$ cat config.mk
export PLATFORM = sky130hd
export DESIGN_NAME = mac_tx_queue_engine
export DESIGN_NICKNAME = d
export VERILOG_FILES = /design/src/rtl/mtq_pkg.sv /design/src/rtl/mac_tx_queue_engine.sv /design/src/rtl/mtq_ctrl.sv /design/src/rtl/mtq_datapath.sv
export SDC_FILE = /design/constraint.sdc
export NUM_CORES = 2
export LEC_CHECK = 0
export BUFFER_PORTS_ARGS = -buffer_cell sky130_fd_sc_hd__buf_2
export CAP_MARGIN = 10
export CORE_MARGIN = 4
export CORE_UTILIZATION = 50
export DETAILED_ROUTE_END_ITERATION = 10
export PLACE_DENSITY = 0.66
export SLEW_MARGIN = 15
export SYNTH_ARGS = -nofsm -noshare
export SYNTH_HDL_FRONTEND = slang
export SYNTH_SLANG_ARGS = --single-unit
$ cat constraint.sdc
create_clock -name clk -period 16.3 [get_ports clk]
set_clock_uncertainty 0.2 [all_clocks]
set_input_delay 2.445 -clock clk [delete_from_list [all_inputs] [get_ports clk]]
set_output_delay 2.445 -clock clk [all_outputs]
set_load 0.01 [all_outputs]
$ cat src/rtl/mtq_pkg.sv
package mtq_pkg;

  localparam int CAPACITY_DEF    = 16;
  localparam int HANDLE_BITS_DEF = 8;

  localparam int ADDR_W   = 24;
  localparam int TIME_W   = 32;
  localparam int LIMIT_W  = 5;
  localparam int CFG_IDX_W = 1;
  localparam int CFG_DATA_W = 24;

  localparam logic [LIMIT_W-1:0] LIMIT_RST = 5'd8;

  localparam logic [CFG_IDX_W-1:0] CFG_OWN_ADDRESS = 1'd0;
  localparam logic [CFG_IDX_W-1:0] CFG_QUEUE_LIMIT = 1'd1;

  localparam logic [2:0] REQ_ADD        = 3'd0;
  localparam logic [2:0] REQ_FIND_DUE   = 3'd1;
  localparam logic [2:0] REQ_POP_HEAD   = 3'd2;
  localparam logic [2:0] REQ_REM_HANDLE = 3'd3;
  localparam logic [2:0] REQ_REM_ACKED  = 3'd4;
  localparam logic [2:0] REQ_RETIME     = 3'd5;

  localparam logic [1:0] ST_OK        = 2'd0;
  localparam logic [1:0] ST_FULL      = 2'd1;
  localparam logic [1:0] ST_DUP       = 2'd2;
  localparam logic [1:0] ST_NOT_FOUND = 2'd3;

  localparam int FLAG_ACK  = 0;
  localparam int FLAG_WANT = 1;

  typedef struct packed {
    logic load;
    logic decide;
    logic walk;
    logic insert;
  } cmd_t;

  typedef struct packed {
    logic dec_walk;
    logic dec_insert;
    logic wk_done;
    logic wk_insert;
  } stat_t;

endpackage

$ cat src/rtl/mac_tx_queue_engine.sv
// Ordered transmit queue of frame descriptors. A request word is taken when
// start is high and busy is low; its single result word appears on the out_
// ports for exactly one cycle, marked by out_valid, and must be captured then,
// as the receiver cannot stall the block. One request is in flight at a time.
// The entry store has one read and one write port, and the controller steps
// through it one entry a cycle while it walks the queue; an add writes its
// entry in a separate insert step after any walk. An acknowledgement add
// that also requests an ACK visits the queue twice (duplicate check, then
// the shift that opens the head slot).
// The store needs no clearing after reset; only held entries are ever used.
module mac_tx_queue_engine
  import mtq_pkg::*;
#(
  parameter int CAPACITY    = CAPACITY_DEF,
  parameter int HANDLE_BITS = HANDLE_BITS_DEF
) (
  input  logic                   clk,
  input  logic                   rst_n,
  input  logic                   start,
  output logic                   busy,
  input  logic [2:0]             in_req_type,
  input  logic [HANDLE_BITS-1:0] in_frame_handle,
  input  logic                   in_is_ack,
  input  logic                   in_wants_ack,
  input  logic [ADDR_W-1:0]      in_source_addr,
  input  logic [ADDR_W-1:0]      in_dest_addr,
  input  logic [TIME_W-1:0]      in_due_time,
  input  logic [TIME_W-1:0]      in_now_tick,
  output logic                   out_valid,
  output logic [1:0]             out_status,
  output logic                   out_found,
  output logic [HANDLE_BITS-1:0] out_handle,
  output logic [$clog2(CAPACITY+1)-1:0] out_entry_count,
  input  logic                   cfg_we,
  input  logic [CFG_IDX_W-1:0]   cfg_index,
  input  logic [CFG_DATA_W-1:0]  cfg_wdata
);

  // The controller sequences each request; the datapath holds the store,
  // the walk indices and the result fields.
  cmd_t  cmd;
  stat_t stat;

  mtq_ctrl u_ctrl (
    .clk       (clk),
    .rst_n     (rst_n),
    .start     (start),
    .stat      (stat),
    .cmd       (cmd),
    .busy      (busy),
    .out_valid (out_valid)
  );

  mtq_datapath #(
    .CAPACITY    (CAPACITY),
    .HANDLE_BITS (HANDLE_BITS)
  ) u_dp (
    .clk             (clk),
    .rst_n           (rst_n),
    .cmd             (cmd),
    .stat            (stat),
    .in_req_type     (in_req_type),
    .in_frame_handle (in_frame_handle),
    .in_is_ack       (in_is_ack),
    .in_wants_ack    (in_wants_ack),
    .in_source_addr  (in_source_addr),
    .in_dest_addr    (in_dest_addr),
    .in_due_time     (in_due_time),
    .in_now_tick     (in_now_tick),
    .cfg_we          (cfg_we),
    .cfg_index       (cfg_index),
    .cfg_wdata       (cfg_wdata),
    .res_status      (out_status),
    .res_found       (out_found),
    .res_handle      (out_handle),
    .res_count       (out_entry_count)
  );

endmodule

$ cat src/rtl/mtq_ctrl.sv
module mtq_ctrl
  import mtq_pkg::*;
(
  input  logic  clk,
  input  logic  rst_n,
  input  logic  start,
  input  stat_t stat,
  output cmd_t  cmd,
  output logic  busy,
  output logic  out_valid
);

  typedef enum logic [4:0] {
    S_IDLE   = 5'b00001,
    S_DECIDE = 5'b00010,
    S_WALK   = 5'b00100,
    S_INSERT = 5'b01000,
    S_DONE   = 5'b10000
  } state_t;

  state_t state_r, state_nxt;

  always_ff @(posedge clk) begin
    if (!rst_n) begin
      state_r <= S_IDLE;
    end else begin
      state_r <= state_nxt;
    end
  end

  always_comb begin
    state_nxt  = state_r;
    cmd        = '0;
    busy       = 1'b1;
    out_valid  = 1'b0;
    case (state_r)
      S_IDLE: begin
        busy = 1'b0;
        if (start) begin
          cmd.load  = 1'b1;
          state_nxt = S_DECIDE;
        end
      end
      S_DECIDE: begin
        cmd.decide = 1'b1;
        if (stat.dec_walk) begin
          state_nxt = S_WALK;
        end else if (stat.dec_insert) begin
          state_nxt = S_INSERT;
        end else begin
          state_nxt = S_DONE;
        end
      end
      S_WALK: begin
        cmd.walk = 1'b1;
        if (stat.wk_done) begin
          state_nxt = stat.wk_insert ? S_INSERT : S_DONE;
        end
      end
      S_INSERT: begin
        cmd.insert = 1'b1;
        state_nxt  = S_DONE;
      end
      S_DONE: begin
        out_valid = 1'b1;
        state_nxt = S_IDLE;
      end
      default: begin
        state_nxt = S_IDLE;
      end
    endcase
  end

endmodule

$ cat src/rtl/mtq_datapath.sv
module mtq_datapath
  import mtq_pkg::*;
#(
  parameter int CAPACITY    = CAPACITY_DEF,
  parameter int HANDLE_BITS = HANDLE_BITS_DEF
) (
  input  logic                   clk,
  input  logic                   rst_n,
  input  cmd_t                   cmd,
  output stat_t                  stat,
  input  logic [2:0]             in_req_type,
  input  logic [HANDLE_BITS-1:0] in_frame_handle,
  input  logic                   in_is_ack,
  input  logic                   in_wants_ack,
  input  logic [ADDR_W-1:0]      in_source_addr,
  input  logic [ADDR_W-1:0]      in_dest_addr,
  input  logic [TIME_W-1:0]      in_due_time,
  input  logic [TIME_W-1:0]      in_now_tick,
  input  logic                   cfg_we,
  input  logic [CFG_IDX_W-1:0]   cfg_index,
  input  logic [CFG_DATA_W-1:0]  cfg_wdata,
  output logic [1:0]             res_status,
  output logic                   res_found,
  output logic [HANDLE_BITS-1:0] res_handle,
  output logic [$clog2(CAPACITY+1)-1:0] res_count
);

  localparam int AW = $clog2(CAPACITY);
  localparam int CW = $clog2(CAPACITY+1);

  // Entry store, one array per field sharing a single write and read port.
  logic [HANDLE_BITS-1:0] mem_h [CAPACITY];
  logic [1:0]             mem_f [CAPACITY];
  logic [ADDR_W-1:0]      mem_s [CAPACITY];
  logic [ADDR_W-1:0]      mem_d [CAPACITY];
  logic [TIME_W-1:0]      mem_t [CAPACITY];

  logic [HANDLE_BITS-1:0] rq_h;
  logic [1:0]             rq_f;
  logic [ADDR_W-1:0]      rq_s, rq_d;
  logic [TIME_W-1:0]      rq_t;

  logic                   rd_en, wr_en;
  logic [AW-1:0]          rd_addr, wr_addr;
  logic [HANDLE_BITS-1:0] wd_h;
  logic [1:0]             wd_f;
  logic [ADDR_W-1:0]      wd_s, wd_d;
  logic [TIME_W-1:0]      wd_t;

  logic [ADDR_W-1:0]      own_r;
  logic [LIMIT_W-1:0]     limit_r;

  logic [2:0]             op_r;
  logic [HANDLE_BITS-1:0] h_r;
  logic                   ack_r, want_r;
  logic [ADDR_W-1:0]      src_r, dst_r;
  logic [TIME_W-1:0]      due_r, now_r;

  logic [CW-1:0]          cnt_r, cnt_nxt;
  logic [AW-1:0]          r_r, r_nxt;
  logic [CW-1:0]          w_r, w_nxt;
  logic                   back_r, back_nxt;
  logic [1:0]             status_r, status_nxt;
  logic                   found_r, found_nxt;
  logic [HANDLE_BITS-1:0] oh_r, oh_nxt;

  logic                   full, last, drop;
  logic [CW-1:0]          cnt_m1;

  always_ff @(posedge clk) begin
    if (wr_en) begin
      mem_h[wr_addr] <= wd_h;
      mem_f[wr_addr] <= wd_f;
      mem_s[wr_addr] <= wd_s;
      mem_d[wr_addr] <= wd_d;
      mem_t[wr_addr] <= wd_t;
    end
    if (rd_en && (32'(rd_addr) < CAPACITY)) begin
      rq_h <= mem_h[rd_addr];
      rq_f <= mem_f[rd_addr];
      rq_s <= mem_s[rd_addr];
      rq_d <= mem_d[rd_addr];
      rq_t <= mem_t[rd_addr];
    end
  end

  always_ff @(posedge clk) begin
    if (!rst_n) begin
      own_r   <= '0;
      limit_r <= LIMIT_RST;
      cnt_r   <= '0;
    end else begin
      cnt_r <= cnt_nxt;
      if (cfg_we) begin
        case (cfg_index)
          CFG_OWN_ADDRESS: own_r   <= cfg_wdata;
          CFG_QUEUE_LIMIT: limit_r <= cfg_wdata[LIMIT_W-1:0];
          default: ;
        endcase
      end
    end
  end

  always_ff @(posedge clk) begin
    if (cmd.load) begin
      op_r   <= in_req_type;
      h_r    <= in_frame_handle;
      ack_r  <= in_is_ack;
      want_r <= in_wants_ack;
      src_r  <= in_source_addr;
      dst_r  <= in_dest_addr;
      due_r  <= in_due_time;
      now_r  <= in_now_tick;
    end
    r_r      <= r_nxt;
    w_r      <= w_nxt;
    back_r   <= back_nxt;
    status_r <= status_nxt;
    found_r  <= found_nxt;
    oh_r     <= oh_nxt;
  end

  assign cnt_m1 = cnt_r - CW'(1);
  assign full   = (32'(cnt_r) >= CAPACITY) ||
                  (!ack_r && (32'(cnt_r) >= 32'(limit_r)));
  assign last   = back_r ? (r_r == '0) : (CW'(r_r) == cnt_m1);

  always_comb begin
    drop = 1'b0;
    case (op_r)
      REQ_POP_HEAD:   drop = (r_r == '0);
      REQ_REM_HANDLE: drop = (rq_h == h_r) && !found_r;
      REQ_REM_ACKED:  drop = rq_f[FLAG_WANT] && (rq_d == dst_r);
      default:        drop = 1'b0;
    endcase
  end

  always_comb begin
    cnt_nxt    = cnt_r;
    r_nxt      = r_r;
    w_nxt      = w_r;
    back_nxt   = back_r;
    status_nxt = status_r;
    found_nxt  = found_r;
    oh_nxt     = oh_r;
    stat       = '0;
    rd_en      = 1'b0;
    rd_addr    = r_r + AW'(1);
    wr_en      = 1'b0;
    wr_addr    = w_r[AW-1:0];
    wd_h       = rq_h;
    wd_f       = rq_f;
    wd_s       = rq_s;
    wd_d       = rq_d;
    wd_t       = rq_t;

    if (cmd.decide) begin
      status_nxt = ST_NOT_FOUND;
      found_nxt  = 1'b0;
      oh_nxt     = '0;
      r_nxt      = '0;
      w_nxt      = '0;
      back_nxt   = 1'b0;
      rd_addr    = '0;
      if (op_r == REQ_ADD) begin
        status_nxt = ST_OK;
        if (full) begin
          status_nxt = ST_FULL;
        end else if (want_r && (cnt_r != '0)) begin
          stat.dec_walk = 1'b1;
          rd_en         = 1'b1;
        end else if (ack_r && (cnt_r != '0)) begin
          stat.dec_walk = 1'b1;
          back_nxt      = 1'b1;
          r_nxt         = cnt_m1[AW-1:0];
          rd_addr       = cnt_m1[AW-1:0];
          rd_en         = 1'b1;
        end else begin
          stat.dec_insert = 1'b1;
        end
      end else if ((op_r >= REQ_FIND_DUE) && (op_r <= REQ_RETIME) && (cnt_r != '0)) begin
        stat.dec_walk = 1'b1;
        rd_en         = 1'b1;
      end
    end

    if (cmd.walk) begin
      rd_en   = 1'b1;
      r_nxt   = r_r + AW'(1);
      rd_addr = r_r + AW'(1);
      case (op_r)
        REQ_ADD: begin
          if (back_r) begin
            // Shift towards the tail to open the head slot.
            wr_en   = 1'b1;
            wr_addr = r_r + AW'(1);
            r_nxt   = r_r - AW'(1);
            rd_addr = r_r - AW'(1);
            if (last) begin
              stat.wk_done   = 1'b1;
              stat.wk_insert = 1'b1;
            end
          end else if (rq_f[FLAG_WANT] && (rq_s == own_r) && (rq_d == dst_r)) begin
            status_nxt   = ST_DUP;
            stat.wk_done = 1'b1;
          end else if (last) begin
            if (ack_r) begin
              back_nxt = 1'b1;
              r_nxt    = cnt_m1[AW-1:0];
              rd_addr  = cnt_m1[AW-1:0];
            end else begin
              stat.wk_done   = 1'b1;
              stat.wk_insert = 1'b1;
            end
          end
        end
        REQ_FIND_DUE: begin
          if (rq_t < now_r) begin
            status_nxt   = ST_OK;
            found_nxt    = 1'b1;
            oh_nxt       = rq_h;
            stat.wk_done = 1'b1;
          end else if (last) begin
            stat.wk_done = 1'b1;
          end
        end
        REQ_RETIME: begin
          if (rq_h == h_r) begin
            wr_en        = 1'b1;
            wr_addr      = r_r;
            wd_t         = due_r;
            status_nxt   = ST_OK;
            found_nxt    = 1'b1;
            oh_nxt       = h_r;
            stat.wk_done = 1'b1;
          end else if (last) begin
            stat.wk_done = 1'b1;
          end
        end
        default: begin
          // Removal ops compact the kept entries towards the head.
          if (drop) begin
            status_nxt = ST_OK;
            found_nxt  = 1'b1;
            if (op_r == REQ_POP_HEAD) begin
              oh_nxt = rq_h;
            end else if (op_r == REQ_REM_HANDLE) begin
              oh_nxt = h_r;
            end
          end else begin
            wr_en = (w_r != CW'(r_r));
            w_nxt = w_r + CW'(1);
          end
          if (last) begin
            stat.wk_done = 1'b1;
            cnt_nxt      = drop ? w_r : w_r + CW'(1);
          end
        end
      endcase
    end

    if (cmd.insert) begin
      wr_en   = 1'b1;
      wr_addr = ack_r ? '0 : cnt_r[AW-1:0];
      wd_h    = h_r;
      wd_f    = {want_r, ack_r};
      wd_s    = src_r;
      wd_d    = dst_r;
      wd_t    = due_r;
      cnt_nxt = cnt_r + CW'(1);
    end
  end

  assign res_status = status_r;
  assign res_found  = found_r;
  assign res_handle = oh_r;
  assign res_count  = cnt_r;

endmodule

After elaboration in Yosys (flattened, before gate mapping)
Memories as Yosys holds them, arrays and structs flattened. A register that Yosys moved wholly into a read port is not among the register bits.
Index checks and enable logic that the tools add are counted.
Storage, ports and cells
  output and inout bits: 18
  memories: 5
  bits of input ports: 154
  memory bits (writable): 1440
  register bits: 185
Memories
  u_dp.mem_t: words 16, bits a word 32, rd ports 1, clocked after Yosys merged registers in 1, write ports 1, RTL line mtq_datapath.sv:36  | logic [TIME_W-1:0] mem_t [CAPACITY];
  u_dp.mem_d: words 16, bits a word 24, rd ports 1, clocked after Yosys merged registers in 1, write ports 1, RTL line mtq_datapath.sv:35  | logic [ADDR_W-1:0] mem_d [CAPACITY];
  u_dp.mem_s: words 16, bits a word 24, rd ports 1, clocked after Yosys merged registers in 1, write ports 1, RTL line mtq_datapath.sv:34  | logic [ADDR_W-1:0] mem_s [CAPACITY];
  u_dp.mem_h: words 16, bits a word 8, rd ports 1, clocked after Yosys merged registers in 1, write ports 1, RTL line mtq_datapath.sv:32  | logic [HANDLE_BITS-1:0] mem_h [CAPACITY];
  u_dp.mem_f: words 16, bits a word 2, rd ports 1, clocked after Yosys merged registers in 1, write ports 1, RTL line mtq_datapath.sv:33  | logic [1:0] mem_f [CAPACITY];
Cells by class
  multiplexer cells: 118
  magnitude comparators: 5
  bitwise logic cells: 1
  equal/unequal tests: 18
  reductions and logical operators: 23
  add/subtract/negate cells: 5
Operators with widths (count)
  two-way mux 32 bit: 4
  two-way mux 4 bit: 18
  two-way mux 5 bit: 14
  two-way mux 8 bit: 8
  equality test 24 bit: 2
  two-way mux 1 bit: 48
  two-way mux 24 bit: 2
  less-than comparator 32 bit: 1
  two-way mux 2 bit: 16
  case mux 8 bit (3 select lines): 1
  case mux 5 bit (4 select lines): 1
  case mux 1 bit (3 select lines): 4
  adder 5 x 1 -> 5 bit (second input constant): 2
  logical AND 1 bit: 9
  equality test 8 bit: 1
  case mux 4 bit (2 select lines): 1
  equality test 3 x 2 -> 1 bit (second input constant): 2
  equality test 3 bit (second input constant): 2
  case mux 2 bit (3 select lines): 1
  AND reduction 2 bit: 3
  nonzero test 2 bit: 3
  equality test 4 x 5 -> 1 bit: 1
  equality test 5 x 1 -> 1 bit (second input constant): 1
  equality test 5 x 2 -> 1 bit (second input constant): 1
  22 further kinds: 24

Depth between registers and ports, before layout
  depth after elaboration: 13
  mapped depth: 17
  gate-level depth less buffers: 12

By module
A second synthesis with hierarchy kept.
Unflattened totals
  cell total of the unflattened synthesis: 3242
  area total of the unflattened synthesis: 67333.3 um^2
Modules (own cells, without submodules)
  mtq_datapath: times used 1, cells an instance 3204, area each 67028.0 um^2
  mtq_ctrl: times used 1, cells an instance 38, area each 305.3 um^2

Worst setup path before layout
OpenSTA, ideal clock, no wires.
  path type: register -> register
  start: register u_dp.r_r[0]
  end: memory u_dp.mem_d[0][0] (enable)
  cell stages (with the launch flop): 14
  arrival time: 8.363 ns
  required time: 15.454 ns
  clock period less this slack: 9.209 ns
  path buffers: 2
  slack: 7.091 ns
  cells stage by stage: edfxtp_1 -> buf_2 -> inv_1 -> ha_1 -> nand2_1 -> nor2_1 -> a31oi_1 -> or2_2 -> clkbuf_1 -> o31ai_1 -> nand2b_1 -> o211ai_1 -> nand3_1 -> nor3_1
Between the ends
  word-level cells in the longest chain between the ends: 8
  elaborated cells on any way between the ends: 15
  those cells by class: 1 x add/sub; 1 x eq/ne; 12 x mux; 1 x reduce/logical
RTL lines
  start: declaration: RTL line mtq_datapath.sv:60  | logic [AW-1:0] r_r, r_nxt;
  start signal: assignment: RTL line mtq_datapath.sv:115  | r_r <= r_nxt;
  logical NOT 4 bit: RTL line mtq_datapath.sv:131  | REQ_POP_HEAD: drop = (r_r == '0);
  case mux 1 bit (3 select lines): RTL line mtq_datapath.sv:130  | case (op_r)
  two-way mux 1 bit: RTL line mtq_datapath.sv:242  | if (drop) begin
  case mux 1 bit (3 select lines): RTL line mtq_datapath.sv:191  | case (op_r)
  two-way mux 1 bit: RTL line mtq_datapath.sv:187  | if (cmd.walk) begin
  two-way mux 1 bit: RTL line mtq_datapath.sv:262  | if (cmd.insert) begin
  two-way mux 1 bit: RTL line mtq_datapath.sv:71  | if (wr_en) begin
  two-way mux 1 bit (not written as such): RTL line mtq_datapath.sv:75  | mem_d[wr_addr] <= wd_d;
  end: declaration: RTL line mtq_datapath.sv:35
Parallel ways exist; a longest one is shown, timed or not.

Worst setup path in the final report
  start: register u_dp.rq_s[23] (read register of u_dp.mem_s)
  end: register u_dp.rq_h[0] (read register of u_dp.mem_h), data pin
Between the ends
  word-level cells in the longest chain between the ends: 7
RTL lines
  start: declaration: RTL line mtq_datapath.sv:40  | logic [ADDR_W-1:0] rq_s, rq_d;
  equality test 24 bit: RTL line mtq_datapath.sv:203  | end else if (rq_f[FLAG_WANT] && (rq_s == own_r) && (rq_d == dst_r)) begin
  logical AND 1 bit (2 in a row): RTL line mtq_datapath.sv:203
  two-way mux 4 bit: RTL line mtq_datapath.sv:203
  two-way mux 4 bit: RTL line mtq_datapath.sv:193  | if (back_r) begin
  two-way mux 4 bit: RTL line mtq_datapath.sv:191
  two-way mux 4 bit: RTL line mtq_datapath.sv:187
  end: declaration: RTL line mtq_datapath.sv:38  | logic [HANDLE_BITS-1:0] rq_h;
Every way passes these cells.
A chain may end at the register's enable or synchronous reset.

==> reports/results.tsv <==
metric	value	unit
viasPerCell	5.870	
path_class	reg -> reg	
core_area	134100	sq um
finalNetCount	5673	
path_clk_slew	0.06	ns
die_area	141800	sq um
cts_tree	done	
clk_latency	0.80	ns
num_rows	134	
ant_nets	0	
cts_sinks	1698	
grt_pass1_vias	41140	
grt_max_degree	234	
synthesis.area	67930	sq um
fin_hold_ws	0.2774	ns
yosysSeqAreaShare	0.7424	
drv_cap	0	
first_pass_iters	6	
finalCritPeriodShare	0.4011	
worstSetupStartpoint	u_dp.rq_s[23]	
fmax	153.0	MHz
grt_util_all_layers	0.2472	
numCtsBuffers	174	
die-width	376.6	microns
grt_pass1_wl	264000	microns
drv_slew	0	
ys_async_sr_fraction	0	
cts_resized	0	
powerDensity	117.7	nW/um^2
die_y	376.6	microns
synth_flop_cell	edfxtp_1	
fin_crit	6.537	ns
crit_path_end_kind	register	
status	finished, final reports clean	
fin_setup_tns	0	ns
hold_path.startpoint	u_dp.limit_r[2]	
synth-edff-count	1642	
cts_hold_buffers	0	
wl_per_cell	24.11	microns
syn-num-nets	5561	
hold_class	reg -> reg	
gp_congestion	0.8126	
synth_cells	5366	
path_max_fanout	84	
flow.area_growth_from_synthesis	11.68	%
relSlewSlack	0.1642	
io_pins	172	
grt-ovfl-total	0	
setup_violations	0	
synth.avg_cell_area	12.66	sq um
ys_seq_elements	1698	
hold_viol_final	0	
worst_pin_slew	1.242	ns
cp.required	16.66	ns
clockBufferDepth	3	
synth_cell_type_count	69	
cts-root-buf	clkbuf_16	
initial_core_util	0.5064	
worstSetupStartpointType	register	
final_layout_size_suffix_gt1_frac	0.09835	
worstPathArrival	6.90	ns
peakVddDrop	0.08251	mV
htreeDepth	4	
vias	43390	
drt_iter0_drc	5549	
io_buffers	171	
p_leak	26.25	nW
wl	178200	microns
dp_hpwl	89600	microns
rr_startpoint	u_dp.rq_s[23]	
fillers	10730	
drc	0	
antenna_found_initial	5	
post-cts-setup-buffers	0	
yosysWarnings	0	
rsz0062_at_grt	false	
-- power by group --
| part | switching [mW] | internal, mW | leakage, nW |
|---|---|---|---|
| combinational | 0.271 | 0.119 | 8.39 |
| clock | 1.64 | 2.10 | 2.59 |
| sequential | 0.0253 | 4.77 | 15.3 |
| total | 1.93 | 6.99 | 26.3 |
-- cell usage after synthesis, drive strengths merged, types with 34 or more instances --
cell	n	share of area
nand2	1684	0.093
edfxtp	1642	0.73
nand3	922	0.068
buf	160	0.011
clkbuf	155	0.0086
nand4	113	0.010
a31oi	92	0.0085
nor2	63	0.0035
xnor2	62	0.0080
inv	57	0.0031
dfxtp	56	0.017
ha	41	0.0076
o21ai	34	0.0025
-- path summary, 6_finish.rpt --
path                                         to  slack [ns]  cells after the start
worst min-delay path            u_dp.limit_r[2]        0.28                      2
worst max-delay path               u_dp.rq_h[0]        9.76                     12
worst max register to register     u_dp.rq_h[0]        9.76                     12
worst min register to register  u_dp.limit_r[2]        0.28                      2
-- flip-flops by register name, summed over array words and instances (netlist names), 8 cells and up --
| signal | cells |
|---|---|
| u_dp.rq_d | 24 |
| u_dp.dst_r | 24 |
| u_dp.mem_t | 512 |
| u_dp.h_r | 8 |
| u_dp.due_r | 32 |
| u_dp.res_handle | 8 |
| u_dp.mem_d | 384 |
| u_dp.own_r | 24 |
| u_dp.mem_s | 384 |
| u_dp.mem_f | 16 |
| u_dp.rq_h | 8 |
| u_dp.src_r | 24 |
| u_dp.now_r | 32 |
| u_dp.rq_s | 24 |
| u_dp.rq_t | 32 |
| u_dp.mem_h | 128 |
-- metrics by stage --
step	instances	setup slack, ns	power (mW)	instance area [sq um]	utilization
6_report	7392	9.763	8.926	75860	0.5656
5_1_grt	7391	9.448	9.208	75860	0.5655
4_1_cts	7391	9.854	8.987	75850	0.5655
3_5_place_dp	7070	9.900	5.276	70520	0.5258
3_3_place_gp	7070	9.879	5.270	70520	0.5258
2_1_floorplan	5366	7.091	5.135	67930	-
-- layout by cell type, fill, tap and decap left out, types with 29 or more instances in the layout --
cell type	count
a21boi_0	33
a21oi_1	29
a31oi_1	92
buf_2	171
buf_4	74
clkbuf_1	45
clkbuf_16	178
clkinv_1	50
dfxtp_1	56
edfxtp_1	1642
ha_1	41
inv_1	57
mux2_2	33
nand2_1	1684
nand3_1	920
nand4_1	113
nor2_1	54
o21ai_0	33
xnor2_1	62
-- final cells by class --
| cell class | instances | area (sq um) | area share |
|---|---|---|---|
| repair buffers | 251 | 1523 | 0.02007 |
| multi-input cells | 3296 | 16150 | 0.2128 |
| well taps | 1768 | 2212 | 0.02916 |
| diodes | 1 | 2.502 | 0.00003299 |
| flip-flops and latches | 1698 | 50430 | 0.6648 |
| clock inverters | 98 | 709.4 | 0.009352 |
| inverters | 57 | 214.0 | 0.002820 |
| clock buffers | 223 | 4623 | 0.06095 |
-- critical path, stage by stage (launching register included) --
cell and delay [ns]:
edfxtp_1 0.51, xnor2_1 0.26, nand4_1 0.13, nor4_1 1.06, nand4_1 0.51, a41o_1 0.42
a21oi_4 0.65, buf_4 0.84, buf_4 0.89, nand2_1 0.12, nand3_1 0.13, nand3_1 0.09
a31oi_1 0.40
-- cell families (layout without fill, tap and decap cells) --
| logic type | after synthesis | in the layout | share of synthesized area |
|---|---|---|---|
| compound gates | 271 | 271 | 0.02680 |
| xor+xnor | 79 | 79 | 0.01039 |
| fa+ha+maj | 41 | 41 | 0.007552 |
| buf+inv | 372 | 629 | 0.02312 |
| flops | 1698 | 1698 | 0.7424 |
| mux | 39 | 39 | 0.006355 |
| other cells | 0 | 1 | 0 |
| simple gates | 2866 | 2866 | 0.1834 |
-- routing by layer --
layer  track usage  vias up  share of wire
met5             0        -        0.00015
met4       0.06580        4          0.023
met3       0.04132      283          0.093
met2        0.3910     2069           0.47
met1        0.3594    21430           0.41
li1              -    19600              -
Power figures use the tool's default switching activity.
